**config.mk**
```make
export PLATFORM = sky130hd
export DESIGN_NAME = pcg32_random_generator_unit
export DESIGN_NICKNAME = d
export VERILOG_FILES = /design/src/sv/pcg32_pkg.sv /design/src/sv/pcg32_lcg.sv /design/src/sv/pcg32_rem.sv /design/src/sv/pcg32_random_generator_unit.sv
export SDC_FILE = /design/constraint.sdc
export NUM_CORES = 2
export LEC_CHECK = 0
export ABC_AREA = 1
export CORE_UTILIZATION = 48
export CTS_BUF_LIST = sky130_fd_sc_hd__clkbuf_8
export DETAILED_ROUTE_END_ITERATION = 7
export DONT_BUFFER_PORTS = 1
export GPL_TIMING_DRIVEN = 0
export PLACE_DENSITY = 0.63
export RECOVER_POWER = 50
export SLEW_MARGIN = 10
export SYNTH_ARGS = -nofsm -noshare
export SYNTH_HDL_FRONTEND = slang
export SYNTH_SLANG_ARGS = --single-unit
```
**constraint.sdc**
```tcl
create_clock -name clk -period 16.55 [get_ports clk]
set_input_delay 2.4825 -clock clk [delete_from_list [all_inputs] [get_ports clk]]
set_output_delay 2.4825 -clock clk [all_outputs]
set_load 0.1 [all_outputs]
```
**src/sv/pcg32_pkg.sv**
```systemverilog
// Shared types, constants and the output permutation of the PCG32 generator.
`default_nettype none

package pcg32_pkg;

	// LCG multiplier and increment; the multiplier is split into 32-bit halves for the shared multiplier
	localparam logic [63:0] LCG_MUL = 64'd6364136223846793005;
	localparam logic [63:0] LCG_INC = 64'd1442695040888963407;
	localparam logic [31:0] LCG_MUL_LO = LCG_MUL[31:0];
	localparam logic [31:0] LCG_MUL_HI = LCG_MUL[63:32];

	// XSH-RR shift amounts
	localparam int XSH_SHIFT = 18;
	localparam int XSH_BASE  = 27;
	localparam int ROT_LSB   = 59;

	// Remainder unit width and step counter width
	localparam int DIV_W     = 32;
	localparam int DIV_CNT_W = $clog2(DIV_W);

	// Request opcodes
	typedef enum logic [2:0] {
		OP_RAW32 = 3'd0,
		OP_BND32 = 3'd1,
		OP_RAW16 = 3'd2,
		OP_BND16 = 3'd3,
		OP_COIN  = 3'd4
	} op_t;

	// Control towards the LCG state unit
	typedef struct packed {
		logic        load;
		logic        start;
		logic [63:0] seed;
	} lcg_req_t;

	// Control towards the remainder unit
	typedef struct packed {
		logic             start;
		logic [DIV_W-1:0] dividend;
		logic [DIV_W-1:0] divisor;
	} div_req_t;

	// XSH-RR output permutation of a 64-bit state
	function automatic logic [31:0] pcg_out(input logic [63:0] s);
		logic [63:0] x;
		logic [31:0] mixed;
		logic [4:0]  rot;
		logic [63:0] dbl;
		x     = (s >> XSH_SHIFT) ^ s;
		mixed = x[XSH_BASE+31:XSH_BASE];
		rot   = s[ROT_LSB+4:ROT_LSB];
		dbl   = {mixed, mixed} >> rot;
		return dbl[31:0];
	endfunction

endpackage

`default_nettype wire

```
**src/sv/pcg32_lcg.sv**
```systemverilog
// 64-bit LCG state register, advanced by accumulating partial products on one 32x32 multiplier.
`default_nettype none

module pcg32_lcg
	import pcg32_pkg::*;
(
	input  wire logic        clk,
	input  wire logic        arst_n,
	input  wire lcg_req_t    req,
	output logic [63:0]      state,
	output logic             busy
);

	logic [63:0] state_q;
	logic [63:0] acc_q;
	logic [63:0] prod_q;
	logic [1:0]  step_q;
	logic        busy_q;

	logic [31:0] mul_a;
	logic [31:0] mul_b;
	logic [63:0] mul_p;
	logic [63:0] addend;
	logic [63:0] acc_sum;

	// Partial products: lo*lo, lo*hi, hi*lo (hi*hi falls off the top)
	always_comb begin
		unique case (step_q)
			2'd0: begin
				mul_a = state_q[31:0];
				mul_b = LCG_MUL_LO;
			end
			2'd1: begin
				mul_a = state_q[31:0];
				mul_b = LCG_MUL_HI;
			end
			default: begin
				mul_a = state_q[63:32];
				mul_b = LCG_MUL_LO;
			end
		endcase
	end

	assign mul_p = {32'd0, mul_a} * {32'd0, mul_b};

	// First product adds in full, cross products only in the upper word
	assign addend  = (step_q == 2'd1) ? prod_q : {prod_q[31:0], 32'd0};
	assign acc_sum = acc_q + addend;

	// Step sequencer
	always_ff @(posedge clk or negedge arst_n) begin
		if (!arst_n) begin
			state_q <= '0;
			acc_q   <= '0;
			prod_q  <= '0;
			step_q  <= '0;
			busy_q  <= 1'b0;
		end else if (req.load) begin
			state_q <= req.seed;
			busy_q  <= 1'b0;
		end else if (req.start) begin
			acc_q  <= LCG_INC;
			step_q <= 2'd0;
			busy_q <= 1'b1;
		end else if (busy_q) begin
			prod_q <= mul_p;
			step_q <= step_q + 2'd1;
			if (step_q != 2'd0)
				acc_q <= acc_sum;
			if (step_q == 2'd3) begin
				state_q <= acc_sum;
				busy_q  <= 1'b0;
			end
		end
	end

	assign state = state_q;
	assign busy  = busy_q;

endmodule

`default_nettype wire

```
**src/sv/pcg32_rem.sv**
```systemverilog
// Restoring remainder unit: one quotient bit per cycle.
`default_nettype none

module pcg32_rem
	import pcg32_pkg::*;
(
	input  wire logic             clk,
	input  wire logic             arst_n,
	input  wire div_req_t         req,
	output logic                  busy,
	output logic [DIV_W-1:0]      rem
);

	logic [DIV_W-1:0]     rem_q;
	logic [DIV_W-1:0]     dvd_q;
	logic [DIV_W-1:0]     dsr_q;
	logic [DIV_CNT_W-1:0] cnt_q;
	logic                 busy_q;

	logic [DIV_W:0] trial;
	logic [DIV_W:0] diff;
	logic           fits;

	// Shift in the next dividend bit and try the subtract
	assign trial = {rem_q, dvd_q[DIV_W-1]};
	assign diff  = trial - {1'b0, dsr_q};
	assign fits  = (trial >= {1'b0, dsr_q});

	always_ff @(posedge clk or negedge arst_n) begin
		if (!arst_n) begin
			rem_q  <= '0;
			dvd_q  <= '0;
			dsr_q  <= '0;
			cnt_q  <= '0;
			busy_q <= 1'b0;
		end else if (req.start) begin
			rem_q  <= '0;
			dvd_q  <= req.dividend;
			dsr_q  <= req.divisor;
			cnt_q  <= '0;
			busy_q <= 1'b1;
		end else if (busy_q) begin
			rem_q <= fits ? diff[DIV_W-1:0] : trial[DIV_W-1:0];
			dvd_q <= {dvd_q[DIV_W-2:0], 1'b0};
			cnt_q <= cnt_q + 1'b1;
			if (cnt_q == DIV_CNT_W'(DIV_W - 1))
				busy_q <= 1'b0;
		end
	end

	assign busy = busy_q;
	assign rem  = rem_q;

endmodule

`default_nettype wire

```
**src/sv/pcg32_random_generator_unit.sv**
```systemverilog
// PCG32 (XSH-RR) random generator with bounded, half-word and coin-flip requests.
//
// One request is taken at a time. Raw 32-bit requests, fresh raw 16-bit requests
// and fresh coins advance the LCG state; the 64-bit LCG advance runs as four steps
// on one 32x32 multiplier. A cached 16-bit half or cached coin bit needs no advance.
// Bounded requests run the 32-step remainder unit twice (threshold, then final
// modulo) around the draws. A rejected draw is followed by another draw, from a
// fresh word or, for bounded16, from the cached half. A zero bound or an unused
// opcode answers with value 0; bad_bound is set only for the zero bound. The result
// register lets a new request enter while the previous result waits on m_tready.
// Writing the seed reloads the state and drops the cached half and coin bits.
// Write it only while no request is in flight.
`default_nettype none

module pcg32_random_generator_unit
	import pcg32_pkg::*;
(
	input  wire logic        clk,
	input  wire logic        arst_n,
	// seed register
	input  wire logic        seed_wr_en,
	input  wire logic [63:0] seed_wr_data,
	// request: [2:0] opcode, [34:3] bound, [39:35] zero
	input  wire logic        s_tvalid,
	output logic             s_tready,
	input  wire logic [39:0] s_tdata,
	// result: [31:0] value
	output logic             m_tvalid,
	input  wire logic        m_tready,
	output logic [31:0]      m_tdata,
	// result: [0] bad_bound
	output logic             m_tuser
);

	typedef enum logic [6:0] {
		S_IDLE = 7'b0000001,
		S_THR  = 7'b0000010,
		S_DRAW = 7'b0000100,
		S_ADV  = 7'b0001000,
		S_MODD = 7'b0010000,
		S_COIN = 7'b0100000,
		S_DONE = 7'b1000000
	} state_t;

	state_t      state_q;
	op_t         op_q;
	logic [31:0] bnd_q;
	logic [31:0] thr_q;
	logic [31:0] r_q;
	logic [31:0] res_q;
	logic        bad_q;
	logic        pending_q;
	logic [15:0] upper_q;
	logic [31:0] coin_word_q;
	logic [5:0]  coins_left_q;
	logic        m_tvalid_q;
	logic [31:0] m_tdata_q;
	logic        m_tuser_q;

	logic        accept;
	op_t         op_in;
	logic [31:0] bnd_in;
	logic [31:0] b16_in;
	logic [63:0] gen_state;
	logic [31:0] word;
	logic        lcg_busy;
	logic        div_busy;
	logic [31:0] div_rem;
	logic        is_bounded;
	logic        draw_ok;
	logic [5:0]  coins_used;
	logic [4:0]  coin_idx;
	lcg_req_t    lcg_req;
	div_req_t    div_req;

	assign accept   = s_tvalid && s_tready;
	assign s_tready = (state_q == S_IDLE);
	assign op_in    = op_t'(s_tdata[2:0]);
	assign bnd_in   = s_tdata[34:3];
	assign b16_in   = {16'd0, s_tdata[18:3]};
	assign word     = pcg_out(gen_state);

	assign is_bounded = (op_q == OP_BND32) || (op_q == OP_BND16);
	assign draw_ok    = (r_q >= thr_q);
	assign coins_used = 6'd32 - coins_left_q;
	assign coin_idx   = coins_used[4:0];

	// Start strobes for the shared units
	always_comb begin
		lcg_req.load      = seed_wr_en;
		lcg_req.seed      = seed_wr_data;
		lcg_req.start     = 1'b0;
		div_req.start     = 1'b0;
		div_req.dividend  = r_q;
		div_req.divisor   = bnd_q;
		unique case (state_q)
			S_IDLE: begin
				if (accept) begin
					case (op_in)
						OP_RAW32: lcg_req.start = 1'b1;
						OP_RAW16: lcg_req.start = !pending_q;
						OP_COIN:  lcg_req.start = (coins_left_q == 6'd0);
						OP_BND32: begin
							div_req.start    = (bnd_in != 32'd0);
							div_req.dividend = 32'd0 - bnd_in;
							div_req.divisor  = bnd_in;
						end
						OP_BND16: begin
							div_req.start    = (b16_in != 32'd0);
							div_req.dividend = 32'h0001_0000 - b16_in;
							div_req.divisor  = b16_in;
						end
						default: ;
					endcase
				end
			end
			S_DRAW: lcg_req.start = (op_q == OP_BND32) || !pending_q;
			S_ADV:  div_req.start = !lcg_busy && is_bounded && draw_ok;
			default: ;
		endcase
	end

	// Sequencer and result register
	always_ff @(posedge clk or negedge arst_n) begin
		if (!arst_n) begin
			state_q      <= S_IDLE;
			op_q         <= OP_RAW32;
			bnd_q        <= '0;
			thr_q        <= '0;
			r_q          <= '0;
			res_q        <= '0;
			bad_q        <= 1'b0;
			pending_q    <= 1'b0;
			upper_q      <= '0;
			coin_word_q  <= '0;
			coins_left_q <= '0;
			m_tvalid_q   <= 1'b0;
			m_tdata_q    <= '0;
			m_tuser_q    <= 1'b0;
		end else begin
			if (m_tvalid_q && m_tready && (state_q != S_DONE))
				m_tvalid_q <= 1'b0;
			if (seed_wr_en) begin
				pending_q    <= 1'b0;
				coins_left_q <= '0;
			end
			unique case (state_q)
				S_IDLE: begin
					if (accept) begin
						op_q  <= op_in;
						res_q <= '0;
						bad_q <= 1'b0;
						case (op_in)
							OP_RAW32: begin
								res_q   <= word;
								state_q <= S_ADV;
							end
							OP_BND32: begin
								bnd_q   <= bnd_in;
								bad_q   <= (bnd_in == 32'd0);
								state_q <= (bnd_in == 32'd0) ? S_DONE : S_THR;
							end
							OP_RAW16: begin
								if (pending_q) begin
									res_q     <= {16'd0, upper_q};
									pending_q <= 1'b0;
									state_q   <= S_DONE;
								end else begin
									res_q     <= {16'd0, word[15:0]};
									upper_q   <= word[31:16];
									pending_q <= 1'b1;
									state_q   <= S_ADV;
								end
							end
							OP_BND16: begin
								bnd_q   <= b16_in;
								bad_q   <= (b16_in == 32'd0);
								state_q <= (b16_in == 32'd0) ? S_DONE : S_THR;
							end
							OP_COIN: begin
								if (coins_left_q == 6'd0) begin
									coin_word_q  <= word;
									coins_left_q <= 6'd32;
									state_q      <= S_ADV;
								end else begin
									state_q <= S_COIN;
								end
							end
							default: state_q <= S_DONE;
						endcase
					end
				end
				S_THR: begin
					if (!div_busy) begin
						thr_q   <= div_rem;
						state_q <= S_DRAW;
					end
				end
				// One draw for the rejection loop
				S_DRAW: begin
					if (op_q == OP_BND32) begin
						r_q <= word;
					end else if (pending_q) begin
						r_q       <= {16'd0, upper_q};
						pending_q <= 1'b0;
					end else begin
						r_q       <= {16'd0, word[15:0]};
						upper_q   <= word[31:16];
						pending_q <= 1'b1;
					end
					state_q <= S_ADV;
				end
				// Wait for the LCG advance, then route by request
				S_ADV: begin
					if (!lcg_busy) begin
						if (is_bounded)
							state_q <= draw_ok ? S_MODD : S_DRAW;
						else if (op_q == OP_COIN)
							state_q <= S_COIN;
						else
							state_q <= S_DONE;
					end
				end
				S_MODD: begin
					if (!div_busy) begin
						res_q   <= div_rem;
						state_q <= S_DONE;
					end
				end
				S_COIN: begin
					res_q        <= {31'd0, coin_word_q[coin_idx]};
					coins_left_q <= coins_left_q - 6'd1;
					state_q      <= S_DONE;
				end
				S_DONE: begin
					if (!m_tvalid_q || m_tready) begin
						m_tvalid_q <= 1'b1;
						m_tdata_q  <= res_q;
						m_tuser_q  <= bad_q;
						state_q    <= S_IDLE;
					end
				end
				default: state_q <= S_IDLE;
			endcase
		end
	end

	pcg32_lcg u_lcg (
		.clk    (clk),
		.arst_n (arst_n),
		.req    (lcg_req),
		.state  (gen_state),
		.busy   (lcg_busy)
	);

	pcg32_rem u_rem (
		.clk    (clk),
		.arst_n (arst_n),
		.req    (div_req),
		.busy   (div_busy),
		.rem    (div_rem)
	);

	assign m_tvalid = m_tvalid_q;
	assign m_tdata  = m_tdata_q;
	assign m_tuser  = m_tuser_q;

	// The remainder unit only runs for the threshold or the final modulo
	assert property (@(posedge clk) disable iff (!arst_n)
		div_busy |-> (state_q == S_THR || state_q == S_MODD))
		else $error("remainder unit busy outside threshold/modulo");

	// Never restart the LCG while an advance is in progress
	assert property (@(posedge clk) disable iff (!arst_n)
		lcg_req.start |-> !lcg_busy)
		else $error("LCG started while busy");

	// Coin cache never holds more than one word of bits
	assert property (@(posedge clk) disable iff (!arst_n)
		coins_left_q <= 6'd32)
		else $error("coin count overflow");

	// A zero-bound answer always carries value zero
	assert property (@(posedge clk) disable iff (!arst_n)
		(m_tvalid && m_tuser) |-> (m_tdata == 32'd0))
		else $error("bad bound with non-zero value");

	// One request at a time
	assert property (@(posedge clk) disable iff (!arst_n)
		accept |=> !s_tready)
		else $error("request taken while busy");

endmodule

`default_nettype wire
```
==> Yosys cells after proc, flatten, opt, wreduce, memory -nomap -nowiden <==
Index checks and enable logic that the tools add are counted.
{ "word_totals": {"register_bits": 525, "word_cells": 183, "inputBits": 109} }
{ "classes": {"shift": 1, "n_eq_ne": 26, "reduce_logical": 40, "bitwise_logic": 4, "magnitude_cmp": 3, "mux": 76, "multipliers": 1, "addsub": 8} }
{ "op_table": {"columns": ["operator", "n"], "rows": [
  ["two-way mux 64 bit", 9],
  ["two-way mux 32 bit", 9],
  ["one-hot mux 65 bit (2 select lines)", 1],
  ["one-hot mux 32 bit (2 select lines)", 2],
  ["one-hot mux 32 bit (3 select lines)", 1],
  ["two-way mux 16 bit", 5],
  ["two-way mux 7 bit", 10],
  ["two-way mux 65 bit", 1],
  ["adder 64 bit", 1],
  ["zero test 32 bit", 2],
  ["nonzero test 32 bit", 2],
  [">> shifter 64 x 5 -> 32 bit", 1],
  ["multiplier 32 x 31 -> 63 bit", 1],
  ["XOR 46 x 59 -> 59 bit", 1],
  ["one-hot mux 7 bit (7 select lines)", 1],
  ["one-hot mux 7 bit (5 select lines)", 1],
  ["greater-or-equal comparator 33 x 32 -> 1 bit", 1],
  ["greater-or-equal comparator 32 bit", 1],
  ["one-hot mux 16 bit (2 select lines)", 1],
  ["subtractor 1 x 32 -> 32 bit (first input constant)", 1],
  ["subtractor 32 bit", 1],
  ["two-way mux 6 bit", 5],
  ["two-way mux 29 bit", 1],
  ["subtractor 17 x 16 -> 18 bit (first input constant)", 1],
  ["42 further kinds", 99]
]} }

==> Longest topological paths before layout <==
{ "logic_depth": {"ltp_word": 7, "mapped_depth": 41, "depth_no_buf": 39} }

==> By module <==
A second synthesis with hierarchy kept.
{ "hier_totals": {"hier_cells": 8577, "hier_area_um2": 61510.2} }
{ "modules_own_cells": {"columns": ["module", "cells_each", "n_inst", "area_per_inst_um2", "seq_area_each_um2"], "rows": [
  ["pcg32_lcg", 5262, 1, 38798.5, 4879.7],
  ["pcg32_random_generator_unit", 2280, 1, 15661.3, 5706.7],
  ["pcg32_rem", 1035, 1, 7050.5, 2552.4]
]} }

==> Least setup slack after synthesis <==
Ideal clock, no wire load.
{ "synth_path": {"path_kind": "register to register", "from": "register u_lcg.step_q[1]", "to": "register u_lcg.prod_q[60]", "period_less_slack_ns": 8.178, "stages_incl_launch_ff": 34, "setup_slack_ns": 8.372, "path_buffers": 4, "arrival_ns": 8.060, "path_cell_list": "dfrtp_1 inv_1 ha_1 buf_4 nor2_8 buf_4 buf_2 buf_2 o21ai_0 inv_1 nor2_1 inv_1 fa_1 fa_1 fa_1 fa_1 inv_1 fa_1 fa_1 fa_1 inv_1 fa_1 inv_1 ha_1 nand2_1 nor2_1 and2_1 inv_1 nor4_1 nand2_1 nand2_1 nand2_1 nand3_1 nand2_1"} }
{ "synth_between": {"elab_chain_cells": 4} }
{ "synth_rtl": {"columns": ["element", "line_no", "source"], "rows": [
  ["start: declaration", "pcg32_lcg.sv:17", "logic [1:0] step_q;"],
  ["start signal: assignment", "pcg32_lcg.sv:67", "step_q <= step_q + 2'd1;"],
  ["== test 2 x 1 -> 1 bit or zero test 2 bit (tied branches)", "pcg32_lcg.sv:28", "unique case (step_q)"],
  ["OR reduction 2 bit (no source line)", null, null],
  ["two-way mux 32 bit", "pcg32_lcg.sv:28", null],
  ["multiplier 32 x 31 -> 63 bit *", "pcg32_lcg.sv:44", "assign mul_p = {32'd0, mul_a} * {32'd0, mul_b};"],
  ["end signal: assignment", "pcg32_lcg.sv:66", "prod_q <= mul_p;"],
  ["end: declaration", "pcg32_lcg.sv:16", "logic [63:0] prod_q;"]
]} }
Mark *: on every way between the ends. The rest lies on a longest branch, timed or not.
A chain may end at the register's enable or synchronous reset.

==> Final worst setup path <==
{ "layout_path": {"from": "register u_lcg.step_q[1]", "to": "register u_lcg.prod_q[42]"} }
The elaborated chain is that of the path after synthesis.

==> impl_metrics.yaml <==
yosys:
  synthMostInstantiatedCell: "nand2_1"
  async_flop_share_pct: 100
  synth_seq_cells: 524
  ys_types: 57
  avgSynthCellArea_um2: 7.36
  synth_edf_count: 0
  yosysSeqAreaShare_pct: 22.1
  synthFlopType: "dfrtp_1"
  yosys-top-cells-count: "nand2_1 (1801), inv_1 (1560), nand3_1 (896)"
  synth_top_area_share_pct: 22.0
  netlist_area_um2: 59400
  synth_area_leaders: "dfrtp_1 (22%), fa_1 (18%), ha_1 (12%)"
  synthCells: 8076
  synth_area_leader_cell: "dfrtp_1"
  ys_warn_count: 0
sta:
  max_freq_mhz: 94.5
  hold_slack_ps: 473
  rsz0062_at_grt: "no"
  setup_violations: 0
  worstMarginPinSlew_ps: 1380
  finalClockSkew_ps: 77.3
  fin_ws_ps: 5970
  fin_crit_ps: 10580
  drv_slew: 0
  fin_crit_sh_pct: 63.9
  timing.setup.tns_ps: 0
  maxSlewHeadroom_pct: 7.79
  hold_viol: 0
route:
  wl_mm: 270
  drt_iter0_drc: 7354
  num_vias: 57900
  via_per_inst: 5.83
  wl_per_cell_um: 27.2
  route.detailed.drc: 0
  dr.pass1.iters: 6
  postRouteAntennaNets: 0
cts:
  clkLatencyLatePin_ps: 860
  cts_max_level: 3
  post_cts_buffers: 0
  cts_tree: "built"
  clk_pin_slew_ps: 70
  cts-root-buf: "clkbuf_8"
  ctsResizeCount: 0
  cts_inserted_buffers: 93
  clock-sinks: 524
  hold_buffers: 0
  clk_path_buf_depth: 3
floorplanning:
  io_pins: 144
  core_area_um2: 122000
  design.die.area_um2: 125000
  core.rowCount: 128
  die_h_um: 354
  initial_core_util_pct: 48.6
  die_w_um: 354
grt:
  grt_pass1_vias: 55900
  grt_pass1_wl_mm: 388
  grt_max_degree: 525
  grt_usage_pct: 43.1
  overflow: 0
  antenna_found_initial: 35
min_path:
  hold_class: "reg2reg"
critical_path:
  start_kind: "register"
  crit_buf_inv: 11
  crit_top_cell: "fa_1"
  crit_required_ps: 17230
  crit_fanout: 10
  slowest_stage: "clkbuf_1"
  arrival_ps: 11260
  path_class: "reg2reg"
  path_delay_family: "adder cells"
  max_stage_delay_ps: 870
  critPathCaptureType: "register"
placed_design:
  place.port_buffers: 0
  pre_cts_slack_ps: 6400
  gp_congestion: 1.09
  dp_hpwl_mm: 229
final_layout:
  register_area_um2: 13100
  finish.utilization_pct: 52.2
  nFillCells: 12300
  area_growth_pct: 7.56
  multi_input_area_um2: 39500
  nets: 9415
  drive_above_1_share_pct: 4.34
status:
  status: "completed"
run:
  cap_violations: 0
## registers in the layout, summed over array words and instances (netlist names), 7 cells and up
name	cells
state_q	7
u_rem.dsr_q	32
r_q	32
thr_q	32
u_rem.rem	32
u_lcg.state	64
u_lcg.prod_q	63
m_tdata	32
coin_word_q	32
u_rem.dvd_q	32
res_q	32
u_lcg.acc_q	64
bnd_q	32
upper_q	16
## cell families after synthesis
family	after synthesis	share of synthesized area, %
xor+xnor	89	1.31
compound gates	989	9.15
simple gates	3543	25.7
buf+inv	1827	11.8
other cells	2	0.0126
fa+ha+maj	1084	29.6
flops	524	22.1
mux	18	0.337
## metrics by stage
stage / cell area, um2 / std cells
after floorplan: 59500 / 8105
after global placement: 61600 / 9730
after detailed placement: 62000 / 9752
after CTS: 63900 / 9912
after global routing: 63900 / 9920
final: 63900 / 9938
## final timing paths
check,startpoint,end,slack (ps),depth (start not counted)
min in group asynchronous,arst_n,m_tdata[0]$_DFFE_PN0P_,1350,0
max reg2reg,u_lcg.step_q[1]$_DFFE_PN0P_,u_lcg.prod_q[42]$_DFFE_PN0P_,5970,31
min,bnd_q[20]$_DFFE_PN0P_,bnd_q[20]$_DFFE_PN0P_,470,2
max in group asynchronous,arst_n,u_lcg.acc_q[3]$_DFFE_PN0P_,14270,0
max,u_lcg.step_q[1]$_DFFE_PN0P_,u_lcg.prod_q[42]$_DFFE_PN0P_,5970,31
min reg2reg,bnd_q[20]$_DFFE_PN0P_,bnd_q[20]$_DFFE_PN0P_,470,2
## worst min-delay path: cells and delay by family, from the launching register on
kind / cells / cell delay [ps]
and+or+nand+nor: 2 / 110
DFF: 1 / 330
## layout make-up
class / instances / area share (%)
flip-flops and latches: 524 / 20.5
clock buffers: 110 / 2.37
repair buffers: 22 / 0.564
multi-input cells: 5754 / 61.7
well taps: 1625 / 3.18
plain buffers: 236 / 1.66
inverters: 1591 / 9.34
clock inverters: 50 / 0.542
diodes: 26 / 0.102
## layer usage
layer / wire length [um] / track usage, %
met4: 15800 / 21.2
met1: 113000 / 59.2
met2: 108000 / 60.3
met5: 162 / 0
met3: 33000 / 14.4
## cells in the final DEF, fill, tap and decap left out, types with 25 or more instances in the layout
cell,instances
nand2_1,1801
inv_1,1590
nand3_1,897
nor2_1,548
ha_1,548
fa_1,536
dfrtp_1,523
o21ai_0,421
a21oi_1,326
nand4_1,149
clkbuf_1,129
clkbuf_8,110
buf_2,55
a22oi_1,55
xor2_1,54
nor3_1,44
o211ai_1,41
xnor2_1,35
conb_1,31
buf_1,28
or2_2,27
diode_2,26
o21bai_1,26
o21ai_2,25
Power is not shown: default switching activity piles up to over one toggle a cycle in this logic, so the estimate is an artifact.
